### config.mk
export PLATFORM = sky130hd
export DESIGN_NAME = arp_responder
export DESIGN_NICKNAME = d
export VERILOG_FILES = /design/src/design/arpr_pkg.sv /design/src/design/arpr_parser.sv /design/src/design/arpr_tx.sv /design/src/design/arp_responder.sv
export SDC_FILE = /design/constraint.sdc
export NUM_CORES = 1
export LEC_CHECK = 0
export BUFFER_PORTS_ARGS = -buffer_cell sky130_fd_sc_hd__buf_2
export CAP_MARGIN = 10
export CORE_ASPECT_RATIO = 1.75
export CORE_MARGIN = 2
export CORE_UTILIZATION = 64
export DETAILED_ROUTE_END_ITERATION = 10
export HOLD_SLACK_MARGIN = 0.08
export PLACE_DENSITY = 0.84
export SLEW_MARGIN = 5
export SYNTH_ARGS = -nofsm -noshare
export SYNTH_HDL_FRONTEND = slang
export SYNTH_HIERARCHICAL = 1
export SYNTH_SLANG_ARGS = --single-unit
### constraint.sdc
create_clock -name clock -period 15.9 [get_ports clock]
set_input_delay 2.385 -clock clock [delete_from_list [all_inputs] [get_ports clock]]
set_output_delay 2.385 -clock clock [all_outputs]
set_load 0.02 [all_outputs]
### src/design/arpr_pkg.sv
package arpr_pkg;

   // configuration register indexes
   localparam logic CSR_MY_IP  = 1'b0;
   localparam logic CSR_MY_MAC = 1'b1;

   // result kinds
   localparam logic KIND_REPLY = 1'b0;
   localparam logic KIND_LEARN = 1'b1;

   // frame offsets
   localparam logic [5:0] POS_PEER_MAC  = 6'd6;
   localparam logic [5:0] POS_TYPE_HI   = 6'd12;
   localparam logic [5:0] POS_TYPE_LO   = 6'd13;
   localparam logic [5:0] POS_OPCODE    = 6'd21;
   localparam logic [5:0] POS_SHA       = 6'd22;
   localparam logic [5:0] POS_SPA       = 6'd28;
   localparam logic [5:0] POS_THA       = 6'd32;
   localparam logic [5:0] POS_TPA       = 6'd38;
   localparam logic [5:0] POS_END       = 6'd42;
   localparam logic [5:0] POS_LAST      = 6'd41;
   localparam logic [5:0] POS_MAX       = 6'd63;

   // protocol constants
   localparam logic [7:0] ETHTYPE_HI  = 8'h08;
   localparam logic [7:0] ETHTYPE_LO  = 8'h06;
   localparam logic [7:0] HTYPE_HI    = 8'h00;
   localparam logic [7:0] HTYPE_LO    = 8'h01;
   localparam logic [7:0] PTYPE_HI    = 8'h08;
   localparam logic [7:0] PTYPE_LO    = 8'h00;
   localparam logic [7:0] HLEN        = 8'h06;
   localparam logic [7:0] PLEN        = 8'h04;
   localparam logic [7:0] OPCODE_HI   = 8'h00;
   localparam logic [7:0] OP_REQUEST  = 8'h01;
   localparam logic [7:0] OP_REPLY    = 8'h02;

   // frame-end event handed from parser to transmitter
   typedef struct packed {
      logic        valid;
      logic        learn;
      logic [47:0] peer_mac;
      logic [47:0] sha;
      logic [31:0] spa;
   } event_type;

   // byte k of a MAC, most significant byte first on the wire
   function automatic logic [7:0] mac_byte(input logic [47:0] mac, input logic [2:0] k);
      logic [47:0] s;
      s = mac >> {3'd5 - k, 3'b000};
      return s[7:0];
   endfunction

   // byte k of an IPv4 address, bits 7:0 first on the wire
   function automatic logic [7:0] ip_byte(input logic [31:0] ip, input logic [1:0] k);
      logic [31:0] s;
      s = ip >> {k, 3'b000};
      return s[7:0];
   endfunction

endpackage

### src/design/arpr_parser.sv
module arpr_parser (
   input  logic                clock,
   input  logic                reset,
   input  logic                accept,
   input  logic [7:0]          rx_byte,
   input  logic                frame_end,
   input  logic [31:0]         my_ip,
   output arpr_pkg::event_type evt
);

   logic [5:0]  pos_ff, pos_in;
   logic        is_arp_ff, is_arp_in;
   logic [7:0]  opcode_ff, opcode_in;
   logic [47:0] peer_ff, peer_in;
   logic [47:0] sha_ff, sha_in;
   logic [31:0] spa_ff, spa_in;
   logic        tgt_ff, tgt_in;
   logic        tgt_now;
   logic [5:0]  rel;
   logic        fire;

   // field capture for the request byte at the current position
   always_comb begin
      pos_in    = pos_ff;
      is_arp_in = is_arp_ff;
      opcode_in = opcode_ff;
      peer_in   = peer_ff;
      sha_in    = sha_ff;
      spa_in    = spa_ff;
      tgt_in    = tgt_ff;
      rel       = 6'd0;
      if (pos_ff >= arpr_pkg::POS_PEER_MAC && pos_ff < arpr_pkg::POS_TYPE_HI) begin
         peer_in = {peer_ff[39:0], rx_byte};
      end else if (pos_ff == arpr_pkg::POS_TYPE_HI) begin
         is_arp_in = (rx_byte == arpr_pkg::ETHTYPE_HI);
      end else if (pos_ff == arpr_pkg::POS_TYPE_LO) begin
         is_arp_in = is_arp_ff && (rx_byte == arpr_pkg::ETHTYPE_LO);
      end else if (pos_ff == arpr_pkg::POS_OPCODE) begin
         opcode_in = rx_byte;
      end else if (pos_ff >= arpr_pkg::POS_SHA && pos_ff < arpr_pkg::POS_SPA) begin
         sha_in = {sha_ff[39:0], rx_byte};
      end else if (pos_ff >= arpr_pkg::POS_SPA && pos_ff < arpr_pkg::POS_THA) begin
         rel = pos_ff - arpr_pkg::POS_SPA;
         unique case (rel[1:0])
            2'd0: spa_in[7:0]   = rx_byte;
            2'd1: spa_in[15:8]  = rx_byte;
            2'd2: spa_in[23:16] = rx_byte;
            2'd3: spa_in[31:24] = rx_byte;
         endcase
      end else if (pos_ff >= arpr_pkg::POS_TPA && pos_ff < arpr_pkg::POS_END) begin
         rel = pos_ff - arpr_pkg::POS_TPA;
         if (arpr_pkg::ip_byte(my_ip, rel[1:0]) != rx_byte) begin
            tgt_in = 1'b0;
         end
      end

      // target match including the current byte, before the frame restart
      tgt_now = tgt_in;

      if (frame_end) begin
         pos_in    = 6'd0;
         is_arp_in = 1'b0;
         tgt_in    = 1'b1;
      end else if (pos_ff != arpr_pkg::POS_MAX) begin
         pos_in = pos_ff + 6'd1;
      end
   end

   // frame-end decision; captures are complete by the last reply-sized byte
   always_comb begin
      fire = 1'b0;
      if (pos_ff >= arpr_pkg::POS_LAST && is_arp_ff) begin
         if (opcode_ff == arpr_pkg::OP_REPLY) begin
            fire = 1'b1;
         end else if (opcode_ff == arpr_pkg::OP_REQUEST) begin
            fire = tgt_now && (my_ip != 32'd0);
         end
      end
      evt.valid    = accept && frame_end && fire;
      evt.learn    = (opcode_ff == arpr_pkg::OP_REPLY);
      evt.peer_mac = peer_ff;
      evt.sha      = sha_ff;
      evt.spa      = spa_ff;
   end

   always_ff @(posedge clock) begin
      if (reset) begin
         pos_ff    <= 6'd0;
         is_arp_ff <= 1'b0;
         opcode_ff <= 8'd0;
         peer_ff   <= 48'd0;
         sha_ff    <= 48'd0;
         spa_ff    <= 32'd0;
         tgt_ff    <= 1'b1;
      end else if (accept) begin
         pos_ff    <= pos_in;
         is_arp_ff <= is_arp_in;
         opcode_ff <= opcode_in;
         peer_ff   <= peer_in;
         sha_ff    <= sha_in;
         spa_ff    <= spa_in;
         tgt_ff    <= tgt_in;
      end
   end

   // frame end always rearms the parser
   a_restart: assert property (@(posedge clock) disable iff (reset)
      accept && frame_end |=> pos_ff == 6'd0 && tgt_ff && !is_arp_ff)
      else $error("parser not rearmed after frame end");

   // an event needs an ARP ethertype and a long enough frame
   a_evt_arp: assert property (@(posedge clock) disable iff (reset)
      evt.valid |-> is_arp_ff && pos_ff >= arpr_pkg::POS_LAST)
      else $error("event from non-ARP or short frame");

   // position saturates instead of wrapping
   a_sat: assert property (@(posedge clock) disable iff (reset)
      accept && !frame_end && pos_ff == arpr_pkg::POS_MAX |=> pos_ff == arpr_pkg::POS_MAX)
      else $error("byte position wrapped");

endmodule

### src/design/arpr_tx.sv
module arpr_tx (
   input  logic                clock,
   input  logic                reset,
   input  arpr_pkg::event_type evt,
   input  logic [31:0]         my_ip,
   input  logic [47:0]         my_mac,
   output logic                busy,
   output logic                rsp_valid,
   input  logic                rsp_ready,
   output logic                rsp_kind,
   output logic [7:0]          rsp_tx_byte,
   output logic                rsp_tx_last,
   output logic [31:0]         rsp_learned_ip,
   output logic [47:0]         rsp_learned_mac
);

   logic        busy_ff, busy_in;
   logic        learn_ff, learn_in;
   logic [5:0]  cnt_ff, cnt_in;
   logic [47:0] peer_ff, peer_in;
   logic [47:0] sha_ff, sha_in;
   logic [31:0] spa_ff, spa_in;
   logic        vld_ff, vld_in;
   logic        kind_ff, kind_in;
   logic [7:0]  byte_ff, byte_in;
   logic        last_ff, last_in;
   logic [31:0] lip_ff, lip_in;
   logic [47:0] lmac_ff, lmac_in;
   logic        advance;
   logic [7:0]  rbyte;
   logic [5:0]  rel;

   // reply frame byte at position cnt_ff
   always_comb begin
      rbyte = 8'd0;
      rel   = 6'd0;
      if (cnt_ff < arpr_pkg::POS_PEER_MAC) begin
         rbyte = arpr_pkg::mac_byte(peer_ff, cnt_ff[2:0]);
      end else if (cnt_ff < arpr_pkg::POS_TYPE_HI) begin
         rel   = cnt_ff - arpr_pkg::POS_PEER_MAC;
         rbyte = arpr_pkg::mac_byte(my_mac, rel[2:0]);
      end else if (cnt_ff < arpr_pkg::POS_SHA) begin
         unique case (cnt_ff[4:0])
            5'd12:   rbyte = arpr_pkg::ETHTYPE_HI;
            5'd13:   rbyte = arpr_pkg::ETHTYPE_LO;
            5'd14:   rbyte = arpr_pkg::HTYPE_HI;
            5'd15:   rbyte = arpr_pkg::HTYPE_LO;
            5'd16:   rbyte = arpr_pkg::PTYPE_HI;
            5'd17:   rbyte = arpr_pkg::PTYPE_LO;
            5'd18:   rbyte = arpr_pkg::HLEN;
            5'd19:   rbyte = arpr_pkg::PLEN;
            5'd20:   rbyte = arpr_pkg::OPCODE_HI;
            5'd21:   rbyte = arpr_pkg::OP_REPLY;
            default: rbyte = 8'd0;
         endcase
      end else if (cnt_ff < arpr_pkg::POS_SPA) begin
         rel   = cnt_ff - arpr_pkg::POS_SHA;
         rbyte = arpr_pkg::mac_byte(my_mac, rel[2:0]);
      end else if (cnt_ff < arpr_pkg::POS_THA) begin
         rel   = cnt_ff - arpr_pkg::POS_SPA;
         rbyte = arpr_pkg::ip_byte(my_ip, rel[1:0]);
      end else if (cnt_ff < arpr_pkg::POS_TPA) begin
         rel   = cnt_ff - arpr_pkg::POS_THA;
         rbyte = arpr_pkg::mac_byte(sha_ff, rel[2:0]);
      end else if (cnt_ff < arpr_pkg::POS_END) begin
         rel   = cnt_ff - arpr_pkg::POS_TPA;
         rbyte = arpr_pkg::ip_byte(spa_ff, rel[1:0]);
      end
   end

   // sequencer and output register
   always_comb begin
      advance  = !vld_ff || rsp_ready;
      busy_in  = busy_ff;
      learn_in = learn_ff;
      cnt_in   = cnt_ff;
      peer_in  = peer_ff;
      sha_in   = sha_ff;
      spa_in   = spa_ff;
      vld_in   = vld_ff;
      kind_in  = kind_ff;
      byte_in  = byte_ff;
      last_in  = last_ff;
      lip_in   = lip_ff;
      lmac_in  = lmac_ff;

      if (busy_ff && advance) begin
         vld_in = 1'b1;
         if (learn_ff) begin
            kind_in = arpr_pkg::KIND_LEARN;
            byte_in = 8'd0;
            last_in = 1'b1;
            lip_in  = spa_ff;
            lmac_in = sha_ff;
            busy_in = 1'b0;
         end else begin
            kind_in = arpr_pkg::KIND_REPLY;
            byte_in = rbyte;
            last_in = (cnt_ff == arpr_pkg::POS_LAST);
            lip_in  = 32'd0;
            lmac_in = 48'd0;
            if (cnt_ff == arpr_pkg::POS_LAST) begin
               busy_in = 1'b0;
            end else begin
               cnt_in = cnt_ff + 6'd1;
            end
         end
      end else if (rsp_ready) begin
         vld_in = 1'b0;
      end

      // new frame-end event, only taken while idle
      if (evt.valid) begin
         busy_in  = 1'b1;
         learn_in = evt.learn;
         cnt_in   = 6'd0;
         peer_in  = evt.peer_mac;
         sha_in   = evt.sha;
         spa_in   = evt.spa;
      end
   end

   always_ff @(posedge clock) begin
      if (reset) begin
         busy_ff <= 1'b0;
         vld_ff  <= 1'b0;
         cnt_ff  <= 6'd0;
      end else begin
         busy_ff <= busy_in;
         vld_ff  <= vld_in;
         cnt_ff  <= cnt_in;
      end
   end

   always_ff @(posedge clock) begin
      learn_ff <= learn_in;
      peer_ff  <= peer_in;
      sha_ff   <= sha_in;
      spa_ff   <= spa_in;
      kind_ff  <= kind_in;
      byte_ff  <= byte_in;
      last_ff  <= last_in;
      lip_ff   <= lip_in;
      lmac_ff  <= lmac_in;
   end

   assign busy            = busy_ff;
   assign rsp_valid       = vld_ff;
   assign rsp_kind        = kind_ff;
   assign rsp_tx_byte     = byte_ff;
   assign rsp_tx_last     = last_ff;
   assign rsp_learned_ip  = lip_ff;
   assign rsp_learned_mac = lmac_ff;

   // events arrive only when the sequencer is free
   a_evt_idle: assert property (@(posedge clock) disable iff (reset)
      evt.valid |-> !busy_ff)
      else $error("event while transmitter busy");

   // reply counter stays inside the frame
   a_cnt: assert property (@(posedge clock) disable iff (reset)
      busy_ff |-> cnt_ff <= arpr_pkg::POS_LAST)
      else $error("reply counter out of range");

   // the final reply byte frees the sequencer
   a_done: assert property (@(posedge clock) disable iff (reset)
      busy_ff && advance && !learn_ff && cnt_ff == arpr_pkg::POS_LAST |=> !busy_ff && rsp_tx_last)
      else $error("reply did not finish on its last byte");

   // a mapping result carries no reply byte and ends its group
   a_learn: assert property (@(posedge clock) disable iff (reset)
      vld_ff && kind_ff == arpr_pkg::KIND_LEARN |-> byte_ff == 8'd0 && last_ff)
      else $error("malformed mapping result");

endmodule

### src/design/arp_responder.sv
// ARP responder.
// Request channel (req_valid/req_ready): one received Ethernet frame byte per
// request, destination MAC first, req_frame_end on the final byte. Frame
// bytes are taken every cycle; a final byte is held off only while an
// earlier reply or mapping is still being sent.
// Response channel (rsp_valid/rsp_ready): an ARP reply (opcode 2) frame gives
// one mapping response (rsp_kind 1); an ARP request for our IP gives the
// 42-byte reply frame, one byte per response, rsp_tx_last on the last byte.
// The final request byte arms the sequencer, which loads the first response
// into the response register once that register is free; reply bytes then
// follow one per cycle while rsp_ready stays high, until the last byte frees
// the transmitter; a mapping is a single response.
// A stalled receiver holds the response register; the parser keeps taking
// bytes of the next frame meanwhile.
// Configuration (csr_write_enable/csr_index/csr_data): index 0 is my_ip
// (zero disables replies), index 1 is my_mac; write only while idle.
// Reset clears both registers, the parser and the transmitter's busy, valid and byte count.
module arp_responder (
   input  logic        clock,
   input  logic        reset,
   input  logic        req_valid,
   output logic        req_ready,
   input  logic [7:0]  req_rx_byte,
   input  logic        req_frame_end,
   output logic        rsp_valid,
   input  logic        rsp_ready,
   output logic        rsp_kind,
   output logic [7:0]  rsp_tx_byte,
   output logic        rsp_tx_last,
   output logic [31:0] rsp_learned_ip,
   output logic [47:0] rsp_learned_mac,
   input  logic        csr_write_enable,
   input  logic        csr_index,
   input  logic [47:0] csr_data
);

   logic [31:0]         my_ip_ff;
   logic [47:0]         my_mac_ff;
   logic                accept;
   logic                busy;
   arpr_pkg::event_type evt;

   // configuration registers
   always_ff @(posedge clock) begin
      if (reset) begin
         my_ip_ff  <= 32'd0;
         my_mac_ff <= 48'd0;
      end else if (csr_write_enable) begin
         unique case (csr_index)
            arpr_pkg::CSR_MY_IP:  my_ip_ff  <= csr_data[31:0];
            arpr_pkg::CSR_MY_MAC: my_mac_ff <= csr_data;
         endcase
      end
   end

   // only a final byte must wait for the transmitter
   assign req_ready = !(req_frame_end && busy);
   assign accept    = req_valid && req_ready;

   arpr_parser u_parser (
      .clock     (clock),
      .reset     (reset),
      .accept    (accept),
      .rx_byte   (req_rx_byte),
      .frame_end (req_frame_end),
      .my_ip     (my_ip_ff),
      .evt       (evt)
   );

   arpr_tx u_tx (
      .clock           (clock),
      .reset           (reset),
      .evt             (evt),
      .my_ip           (my_ip_ff),
      .my_mac          (my_mac_ff),
      .busy            (busy),
      .rsp_valid       (rsp_valid),
      .rsp_ready       (rsp_ready),
      .rsp_kind        (rsp_kind),
      .rsp_tx_byte     (rsp_tx_byte),
      .rsp_tx_last     (rsp_tx_last),
      .rsp_learned_ip  (rsp_learned_ip),
      .rsp_learned_mac (rsp_learned_mac)
   );

endmodule

Yosys cells after proc, flatten, opt, wreduce, memory -nomap -nowiden

Memory sizes are Yosys's and may differ from the RTL's. A register that Yosys moved wholly into a read port is not among the register bits.
Cells that the tools add are included.

$add $sub $neg: 13
Order comparisons: 16
Eq/ne operators: 14
Shift-type cells: 7
Muxes and demuxes: 34
Bitwise gates (word level): 8
Reduce and logical (&&, ||, !) cells: 36

Operator list:

| kind                                                                                 | count |
|---|---|
| 48-bit by 6-bit right shift with 8-bit output                                        | 4 |
| 32-bit by 5-bit right shift with 8-bit output                                        | 3 |
| 8-bit 2-to-1 mux                                                                     | 7 |
| 8-bit AND reduction                                                                  | 4 |
| 32-bit nonzero test                                                                  | 1 |
| 6-bit less-than comparator (second input constant)                                   | 5 |
| 1-bit 2-to-1 mux                                                                     | 23 |
| 6-bit by 5-bit less-than comparator with 1-bit output (second input constant)        | 3 |
| 6-bit by 1-bit adder with 6-bit output (second input constant)                       | 2 |
| 6-bit by 4-bit equality test with 1-bit output (second input constant)               | 2 |
| 6-bit by 5-bit greater-or-equal comparator with 1-bit output (second input constant) | 2 |
| 6-bit greater-or-equal comparator (second input constant)                            | 2 |
| 1-bit logical AND                                                                    | 12 |
| 6-bit by 4-bit less-than comparator with 1-bit output (second input constant)        | 2 |
| 6-bit 2-to-1 mux                                                                     | 2 |
| 3-bit subtractor (first input constant)                                              | 4 |
| 5-bit 2-to-1 mux                                                                     | 2 |
| 2-bit AND reduction                                                                  | 5 |
| 8-bit by 1-bit equality test with 1-bit output (second input constant)               | 1 |
| 8-bit by 2-bit equality test with 1-bit output (second input constant)               | 1 |
| 8-bit by 3-bit equality test with 1-bit output (second input constant)               | 1 |
| 8-bit by 4-bit equality test with 1-bit output (second input constant)               | 1 |
| 8-bit != test                                                                        | 1 |
| 1-bit inverter                                                                       | 8 |
| 21 further kinds                                                                     | 30 |

Register bits after elaboration: 451
Memory bits (read-only): 128
Bits of input ports: 63
Output and inout bits: 92
Memories kept: 1

Memories:

| name             | words | bits a word | read ports | clocked after Yosys merged registers in | wr ports | RTL line      | RTL |
|---|---|---|---|---|---|---|---|
| (name not given) | 32    | 4           | 1          | 1                                       | 0        | arpr_tx.sv:43 | `unique case (cnt_ff[4:0])` |

Depth between registers and ports, before layout

Gate-level depths: netlist (run 1).

Depth in word-level cells: 18
Depth in mapped cells: 16

Cells and area by module

The synthesis (run 1) kept the hierarchy.

Modules (own cells, without submodules):

| module        | instances | cells each | area each (um^2) | sequential area each (um^2) |
|---|---|---|---|---|
| arpr_tx       | 1         | 598        | 9838.2           | 6816.5 |
| arpr_parser   | 1         | 659        | 5766.8           | 2882.8 |
| arp_responder | 1         | 321        | 3374.5           | 1601.5 |

Worst setup path before layout (run 1)

Ideal clock, no wire load.

Kind: input -> register
Start: in req_rx_byte[2]
End: reg (tool-made name)
Setup time: 0.136 ns
Arrival: 9.598 ns
Path slack: 6.166 ns
Stages on the path: 12
Path through: clkbuf_1 > xor2_1 > nor4_1 > a2111o_1 > a21oi_1 > nor3_2 > nor2_1 > nand2_1 > a31oi_1 > a31o_4 > mux2i_1 > nor3_2

RTL lines:

| item            | RTL line            | RTL |
|---|---|---|
| start, declared | arp_responder.sv:23 | `input logic [7:0] req_rx_byte,` |

Worst setup path after layout (run 1)

Start: in req_frame_end
End: out req_ready

Cells in the longest elaborated chain, start to end: 2

RTL lines:

| item              | RTL line            | RTL |
|---|---|---|
| start, declared   | arp_responder.sv:24 | `input logic req_frame_end,` |
| 1-bit logical AND | arp_responder.sv:57 | `assign req_ready = !(req_frame_end && busy);` |
| 1-bit logical NOT | arp_responder.sv:57 |  |
| end, declared     | arp_responder.sv:22 | `output logic req_ready,` |

No other way between the ends.

==> impl_metrics.yaml, run 1 <==
status:
  status: "finished clean"
clocking:
  clkSlewWorstSetupHoldPaths_ns: 0.06
  cts_setup_buffers: 0
  cts-resized-gates: 0
  cts_root_buf: "clkbuf_16"
  postCtsHoldBufs: 0
  clock-sinks: 455
  numCtsBuffers: 40
  cts_htree_levels: 2
  clk_latency_ns: 0.56
  cts_tree: "yes"
  clock_tree.buffer_depth: 3
detailed_routing:
  first_pass_iters: 6
  wl_per_cell_um: 21.25
  num_vias: 12590
  via_per_inst: 6.030
  wirelength_mm: 44.35
  drc_errors: 0
  antenna_left: 0
  drtIter0Drc: 1018
power:
  power.internal_w: 0.001790
  p_leak_nw: 7.781
  p_sw_w: 0.0004756
  p_seq_share_pct: 54.5
  power_density_nw_per_um2: 107.7
  p_sw_share_pct: 20.99
  vdd_drop_max_uv: 93.91
  p_clk_share_pct: 42.3
  comb_power_share_pct: 3.2
global_route:
  grt_pass1_wl_mm: 68.09
  grt_pass1_vias: 12630
  grtUsageTotal_pct: 28.45
  grt_max_degree: 109
  antenna_found_initial: 0
  grt-ovfl-total: 0
worst_setup_path:
  path_cells: "buf_2, nand2_1, buf_2"
  end_kind: "output port"
  path_buf_inv: 2
  cp_data_required_time_ns: 13.52
  slowest_stage: "buf_2"
  critical_path_arrival_ns: 2.79
  critPathTopFamily: "buffers and inverters"
  critical_path.max_fanout: 8
  worstSetupPathType: "in2out"
  worst_path_most_repeated_cell: "buf_2"
  start_kind: "input pin"
  slowest_delay_ns: 0.17
timing:
  tightest_slew_ns: 1.107
  hold_viol: 0
  setup_viol: 0
  rsz0062_at_grt: "false"
  fin_skew_ns: 0.02191
  slew_headroom_pct: 26.21
  clock.fmax_mhz: 193.3
  layout_setup_ws_ns: 10.73
  period_needed_ns: 5.174
  drv_slew: 0
  fin_crit_sh_pct: 32.54
  finalSetupTns_ns: 0
die:
  die_h_um: 231.8
  core_um2: 29290
  die-area_um2: 31100
  initial_core_util_pct: 64.81
  io_pins: 155
  fp-row-count: 83
  dieWidth_um: 134.2
placed_design:
  dpl_worst_slack_ns: 10.45
  portBuffers: 154
  dp_hpwl_mm: 30.06
  gp_congestion: 0.9087
cells_and_area:
  nets: 1745
  layout-drive-gt1-share_pct: 18.53
  synthToLayoutAreaGrowth_pct: 10.89
  num_antenna_cells: 0
logic_synthesis:
  ys_seq_area_share_pct: 59.54
  synth-seq-cells: 455
  synth_nets: 1649
  synth_area_per_cell_um2: 12.03
  synthFlopType: "dfxtp_1"
  synth_warnings: 6
  async_flop_share_pct: 0
  ys_types: 74
  synth_edf_count: 219
  postSynthCellCount: 1578
  synthesis.area_um2: 18980
hold_path:
  hold_path.class: "reg2reg"
job:
  cap_violations: 0
-- logic make-up after synthesis --
group           Yosys count  synth area share [%]
buf+inv                 132                 3.613
flops                   455                 59.54
mux                     201                 13.40
fa+ha+maj                 8                0.5274
xor+xnor                 14                0.6461
compound gates          226                 7.542
simple gates            542                 14.73
-- path summary, 6_finish.rpt --
| check | start | endpoint | slack [ns] | cells past startpoint |
|---|---|---|---|---|
| setup reg to reg | u_parser/pos_ff[0] | u_tx/spa_ff[20] | 11.29 | 8 |
| hold / removal | u_parser/peer_ff[46] | u_tx/peer_ff[46] | 0.43 | 0 |
| hold reg to reg | u_parser/peer_ff[46] | u_tx/peer_ff[46] | 0.43 | 0 |
| setup / recovery | req_frame_end | req_ready | 10.73 | 3 |
-- stage by stage --
stage | total power (W) | instances | cell area, um2 | hold WS, ns | utilization [%]
2_1_floorplan | 0.001310 | 1578 | 18980 | 0.4080 | -
3_3_place_gp | 0.001330 | 2014 | 19760 | 0.4116 | 67.47
3_5_place_dp | 0.001332 | 2014 | 19760 | 0.4156 | 67.47
4_1_cts | 0.002276 | 2087 | 21050 | 0.4302 | 71.87
5_1_grt | 0.002324 | 2087 | 21050 | 0.4442 | 71.87
6_report | 0.002266 | 2087 | 21050 | 0.4295 | 71.87
-- registers in the layout, indices dropped and copies added, names as in the netlist, 48 cells and up, named ones only --
register and count:
my_mac_ff 48, u_parser/peer_ff 48, u_parser/sha_ff 48, u_tx/peer_ff 48, u_tx/rsp_learned_mac 48, u_tx/sha_ff 48
-- cell usage in the layout (no fill, tap or decap), types with 4 or more instances in the layout --
cell	netlist	final
dfxtp_1	236	234
edfxtp_1	219	219
buf_2	26	153
mux2i_1	149	149
nand2_1	148	148
a21oi_1	123	123
nand2b_1	109	109
nor2_1	95	93
and2_1	84	84
nand3_1	54	54
clkbuf_16	0	41
mux4_2	36	36
o21ai_0	17	17
a21bo_2	16	16
clkbuf_1	61	15
buf_4	12	15
inv_1	15	15
nor4_1	13	13
o22ai_1	11	11
mux2_2	11	11
xor2_1	9	9
a22oi_1	9	9
ha_1	8	8
o211ai_1	7	7
nor3_1	6	6
o21ai_1	5	5
xnor2_1	5	5
a211oi_1	6	5
clkbuf_8	0	4
nand4_1	4	4
mux4_1	4	4
o221ai_1	4	4
-- layout make-up --
| type | instances | area, um2 |
|---|---|---|
| clock inverters | 13 | 148.9 |
| inverters | 17 | 63.81 |
| clock buffers | 60 | 1137 |
| repair buffers | 169 | 889.6 |
| fillers | 1937 | 8239 |
| well taps | 382 | 478.0 |
| multi-input cells | 991 | 7023 |
| flip-flops and latches | 455 | 11310 |
-- metal layers --
layer / share of wire, % / GRT usage (%) / vias up
li1: - / - / 5808
met1: 36 / 32.63 / 6167
met2: 53 / 50.96 / 493
met3: 5.4 / 4.148 / 117
met4: 5.3 / 15.20 / 0
met5: 0 / 0 / -
-- synthesized netlist by cell type (11+ instances only) --
cell type,n,area [um2]
nor4_1,13,81.33
and2_1,84,525.5
nand2b_1,109,681.9
buf_2,26,130.1
nand3_1,54,270.3
nand2_1,148,555.5
inv_1,15,56.30
buf_4,12,90.09
edfxtp_1,219,6576
clkbuf_1,61,229.0
mux2_2,11,123.9
dfxtp_1,236,4725
o21ai_0,17,85.08
nor2_1,95,356.6
mux2i_1,149,1491
o22ai_1,11,68.82
mux4_2,36,810.8
a21oi_1,123,615.6
a21bo_2,16,160.2
-- power by group through the flow --
stage / logic [W] / clock network [W] / registers, W
floorplan: 0.0000527 / 0 / 0.00126
global placement: 0.0000695 / 0 / 0.00126
detailed placement: 0.0000710 / 0 / 0.00126
CTS: 0.0000718 / 0.000969 / 0.00124
global route: 0.0000775 / 0.00101 / 0.00124
finish: 0.0000722 / 0.000958 / 0.00124
Note: power is estimated with default switching activity, not from simulation.
==> run 2: changes to the inputs <==
--- a/config.mk
+++ b/config.mk
@@ -9,10 +9,10 @@
 export CAP_MARGIN = 10
 export CORE_ASPECT_RATIO = 1.75
 export CORE_MARGIN = 2
-export CORE_UTILIZATION = 64
+export CORE_UTILIZATION = 60
 export DETAILED_ROUTE_END_ITERATION = 10
 export HOLD_SLACK_MARGIN = 0.08
-export PLACE_DENSITY = 0.84
+export PLACE_DENSITY = 0.8
 export SLEW_MARGIN = 5
 export SYNTH_ARGS = -nofsm -noshare
 export SYNTH_HDL_FRONTEND = slang
==> constraint.sdc (replaced) <==
create_clock -name clock -period 5.4 [get_ports clock]
set_input_delay 0.81 -clock clock [delete_from_list [all_inputs] [get_ports clock]]
set_output_delay 0.81 -clock clock [all_outputs]
set_load 0.02 [all_outputs]
==> impl_metrics.yaml, run 2 (synthesis results as in run 1) <==
status:
  status: "finished clean"
die:
  die-area_um2: 33130
  die_h_um: 239.3
  initial_core_util_pct: 60.61
  core_um2: 31310
  fp-row-count: 86
  io_pins: 155
  dieWidth_um: 138.4
timing:
  tightest_slew_ns: 1.052
  drv_slew: 0
  clock.fmax_mhz: 290.1
  setup_viol: 0
  fin_crit_sh_pct: 63.83
  hold-worst-slack_ns: 0.4136
  fin_skew_ns: 0.02889
  slew_headroom_pct: 29.90
  rsz0062_at_grt: "false"
  period_needed_ns: 3.447
  hold_viol: 0
worst_setup_path:
  r2r_cells: 12
  worstSetupPathType: "reg2reg"
  end_kind: "flop"
  critical_path_arrival_ns: 3.90
  critical_path.max_fanout: 18
  start_kind: "flop"
  cp_data_required_time_ns: 5.85
global_route:
  grt_pass1_vias: 12220
  antenna_found_initial: 0
  grt_pass1_wl_mm: 68.35
  grtUsageTotal_pct: 26.38
  grt_max_degree: 131
  grt-ovfl-total: 0
clocking:
  clk_latency_ns: 0.55
  cts_tree: "yes"
  cts_htree_levels: 2
  postCtsHoldBufs: 0
  cts_root_buf: "clkbuf_16"
  numCtsBuffers: 39
  cts_setup_buffers: 0
  cts-resized-gates: 0
  clock-sinks: 455
  clock_tree.buffer_depth: 3
  clkSlewWorstSetupHoldPaths_ns: 0.07
detailed_routing:
  drtIter0Drc: 1021
  num_vias: 12400
  antenna_left: 0
  via_per_inst: 5.914
  drc_errors: 0
  wl_per_cell_um: 21.11
  wirelength_mm: 44.26
  first_pass_iters: 6
placed_design:
  portBuffers: 154
  dp_hpwl_mm: 30.44
  place_area_um2: 19770
  gp_congestion: 0.9861
cells_and_area:
  final_cell_mix: "dfxtp_1, edfxtp_1, buf_2"
  nets: 1740
  utilization_pct: 66.99
  fillers: 2290
  layout-drive-gt1-share_pct: 19.12
  final_common_cell: "dfxtp_1"
  synthToLayoutAreaGrowth_pct: 10.52
  final_area_um2: 20980
  num_antenna_cells: 0
power:
  vdd_drop_max_uv: 301.5
  power_density_nw_per_um2: 310.5
  p_leak_nw: 7.666
hold_path:
  hold_path.class: "reg2reg"
  holdPathStages: 0
job:
  cap_violations: 0
## run 2: worst paths after layout
path / slack (ns) / to / startpoint
worst max-delay path: 1.95 / flop / u_parser/pos_ff[1]
worst min-delay path: 0.41 / u_tx/peer_ff[41] / u_parser/peer_ff[41]
worst max register to register: 1.95 / flop / u_parser/pos_ff[1]
worst min register to register: 0.41 / u_tx/peer_ff[41] / u_parser/peer_ff[41]
## run 2: final cells by class
| type | count | area, um2 | area share (%) |
|---|---|---|---|
| Multi-Input combinational cell | 991 | 7028 | 33.50 |
| Inverter | 17 | 63.81 | 0.3042 |
| Tap cell | 396 | 495.5 | 2.362 |
| Sequential cell | 455 | 11310 | 53.92 |
| Clock buffer | 51 | 1072 | 5.112 |
| Timing Repair Buffer | 165 | 872.1 | 4.157 |
| Clock inverter | 21 | 135.1 | 0.6442 |
## run 2: report_power, final
group / switching [W] / internal [W] / leakage, nW / total [W]
clock: 0.00124 / 0.00142 / 0.587 / 0.00266
combinational: 0.000121 / 0.0000889 / 3.14 / 0.000209
sequential: 0.0000305 / 0.00361 / 3.94 / 0.00364
total: 0.00139 / 0.00512 / 7.67 / 0.00651
## run 2: per-stage QoR
stage / total power [W] / instances / setup TNS [ns] / setup WS, ns
3_3_place_gp: 0.003919 / 2024 / 0 / 2.113
3_5_place_dp: 0.003923 / 2024 / 0 / 2.007
2_1_floorplan: 0.003858 / 1578 / -2.510 / -0.5100
4_1_cts: 0.006551 / 2096 / 0 / 1.993
6_report: 0.006513 / 2096 / 0 / 1.953
5_1_grt: 0.006699 / 2096 / 0 / 1.654
## run 2: layer usage
metal  GRT usage (%)  vias to the layer above  share of wire, %
met5               0                        -                 0
met4           11.50                        0               4.0
met3           3.379                      101               5.6
met2           48.38                      464                53
met1           31.01                     6045                37
li1                -                     5786                 -
## run 2: worst max-delay path: stages (launching register included)
cell and delay [ns]:
dfxtp_1 0.74, mux4_2 0.43, xor2_1 0.19, nor4_2 0.07
a2111o_1 0.44, a21oi_2 0.18, nor3_4 0.09, or2_1 0.33
nor2_1 0.12, nand4_1 0.15, a21oi_1 0.32, nor2_1 0.10
o32ai_2 0.21
==> run 3: changes to the inputs <==
==> constraint.sdc (replaced) <==
create_clock -name clock -period 3.6 [get_ports clock]
set_input_delay 0.54 -clock clock [delete_from_list [all_inputs] [get_ports clock]]
set_output_delay 0.54 -clock clock [all_outputs]
set_load 0.02 [all_outputs]
==> impl_metrics.yaml, run 3 (synthesis results as in run 1) <==
worst_setup_path:
  critical_path_arrival_ns: 3.87
  critical_path.max_fanout: 15
  slowest_delay_ns: 0.64
  cp_data_required_time_ns: 4.06
  path_cells: "mux4_1, xor2_1, nor4_1, a2111o_1, a21oi_2, nor3_4, or2_1, nor2_1, nand4_1, a21oi_1, nor2_1, o32ai_2"
  worstSetupPathType: "reg2reg"
  slowest_stage: "mux4_1"
  worst_path_most_repeated_cell: "nor2_1"
  reg2reg_from: "u_parser/pos_ff[0]"
  critPathTopFamily: "compound AO/OA/AOI/OAI gates"
  crit_start: "u_parser/pos_ff[0]"
  crit_cells: 12
  start_kind: "flop"
  r2r_cells: 12
  end_kind: "flop"
  path_buf_inv: 0
  reg2reg_slack_ns: 0.19
cells_and_area:
  final_area_um2: 21220
  final_cell_mix: "dfxtp_1, edfxtp_1, buf_2"
  synthToLayoutAreaGrowth_pct: 11.78
  final_cells: 2114
  nets: 1758
  final_common_cell: "dfxtp_1"
  num_antenna_cells: 0
  utilization_pct: 67.75
  layout-drive-gt1-share_pct: 19.62
  fillers: 2238
die:
  core_um2: 31310
  io_pins: 155
  initial_core_util_pct: 60.61
  fp-row-count: 86
  die_h_um: 239.3
  die-area_um2: 33130
  dieWidth_um: 138.4
power:
  vdd_drop_max_uv: 437.1
  power_density_nw_per_um2: 472.2
  p_leak_nw: 7.822
placed_design:
  place_area_um2: 19940
  portBuffers: 154
  gp_congestion: 0.9780
  dpl_worst_slack_ns: 0.2594
  dp_hpwl_mm: 30.68
  dp.cells: 2042
clocking:
  postCtsHoldBufs: 0
  cts_tree: "yes"
  clk_latency_ns: 0.55
  clock_tree.buffer_depth: 3
  clkSlewWorstSetupHoldPaths_ns: 0.06
  cts_root_buf: "clkbuf_16"
  cts-resized-gates: 0
  cts_htree_levels: 2
  clock-sinks: 455
  cts_setup_buffers: 0
  numCtsBuffers: 39
detailed_routing:
  antenna_left: 0
  drc_errors: 0
  wl_per_cell_um: 21.32
  first_pass_iters: 5
  wirelength_mm: 45.08
  drtIter0Drc: 881
  via_per_inst: 5.894
  num_vias: 12460
status:
  status: "finished clean"
timing:
  hold_viol: 0
  hold-worst-slack_ns: 0.2484
  period_needed_ns: 3.414
  drv_slew: 0
  slew_headroom_pct: 34.70
  layout_setup_ws_ns: 0.1861
  fin_crit_sh_pct: 94.83
  rsz0062_at_grt: "false"
  clock.fmax_mhz: 292.9
  fin_skew_ns: 0.01765
  tightest_slew_ns: 0.9774
  setup_viol: 0
global_route:
  grt-ovfl-total: 0
  antenna_found_initial: 1
  grt_pass1_vias: 12400
  grt_pass1_wl_mm: 69.27
  grtUsageTotal_pct: 26.92
  grt_max_degree: 162
job:
  cap_violations: 0
hold_path:
  hold_path.class: "in2reg"
-- run 3: changes by cell type in the layout (fill, tap and decap cells not counted), sizes merged --
cell and delta:
buf +18, inv +2, clkinv -6, bufinv +4, clkinvlp -4, clkbuf +4
-- run 3: worst min-delay path by stage --
| stage | start | cells past startpoint | to | slack, ns |
|---|---|---|---|---|
| 2_1_floorplan | u_parser/sha_ff[40] | 0 | u_tx/sha_ff[40] | 0.41 |
| 3_3_place_gp | u_parser/peer_ff[47] | 0 | u_tx/peer_ff[47] | 0.41 |
| 3_5_place_dp | u_parser/spa_ff[4] | 0 | u_tx/spa_ff[4] | 0.41 |
| 4_1_cts | csr_data[45] | 3 | my_mac_ff[45] | 0.24 |
| 5_1_grt | csr_data[45] | 3 | my_mac_ff[45] | 0.25 |
| 6_report | csr_data[45] | 3 | my_mac_ff[45] | 0.25 |
-- run 3: final cells by class --
class / instances / area (um2) / share of cell area (%)
Tap cell: 396 / 495.5 / 2.335
Clock buffer: 55 / 1076 / 5.072
Timing Repair Buffer: 183 / 1045 / 4.925
Multi-Input combinational cell: 991 / 7027 / 33.12
Sequential cell: 455 / 11310 / 53.31
Clock inverter: 17 / 198.9 / 0.9377
Inverter: 17 / 63.81 / 0.3008
-- run 3: power breakdown --
group | internal [W] | switching [W] | total, W
clock | 0.00239 | 0.00184 | 0.00423
sequential | 0.00541 | 0.0000377 | 0.00545
combinational | 0.000139 | 0.000195 | 0.000334
total | 0.00795 | 0.00207 | 0.0100
-- run 3: worst reg2reg max path, stage by stage (launching register included) --
cell      delay, ns
dfxtp_4        0.50
mux4_1         0.64
xor2_1         0.18
nor4_1         0.09
a2111o_1       0.41
a21oi_2        0.19
nor3_4         0.07
or2_1          0.33
nor2_1         0.12
nand4_1        0.16
a21oi_1        0.32
nor2_1         0.12
o32ai_2        0.20
-- run 3: layer usage --
layer / vias up / track usage [%] / wire [um]
li1: 5830 / - / -
met1: 6107 / 31.05 / 17010
met2: 416 / 48.92 / 23710
met3: 105 / 3.579 / 2065
met4: 2 / 13.82 / 2275
met5: - / 0 / 12
-- run 3: per-stage QoR --
step	total power [W]	TNS (ns)
global route	0.01029	0
floorplan	0.005787	-235.60
finish	0.01002	0
detailed placement	0.005897	0
CTS	0.01009	0
global placement	0.005888	0
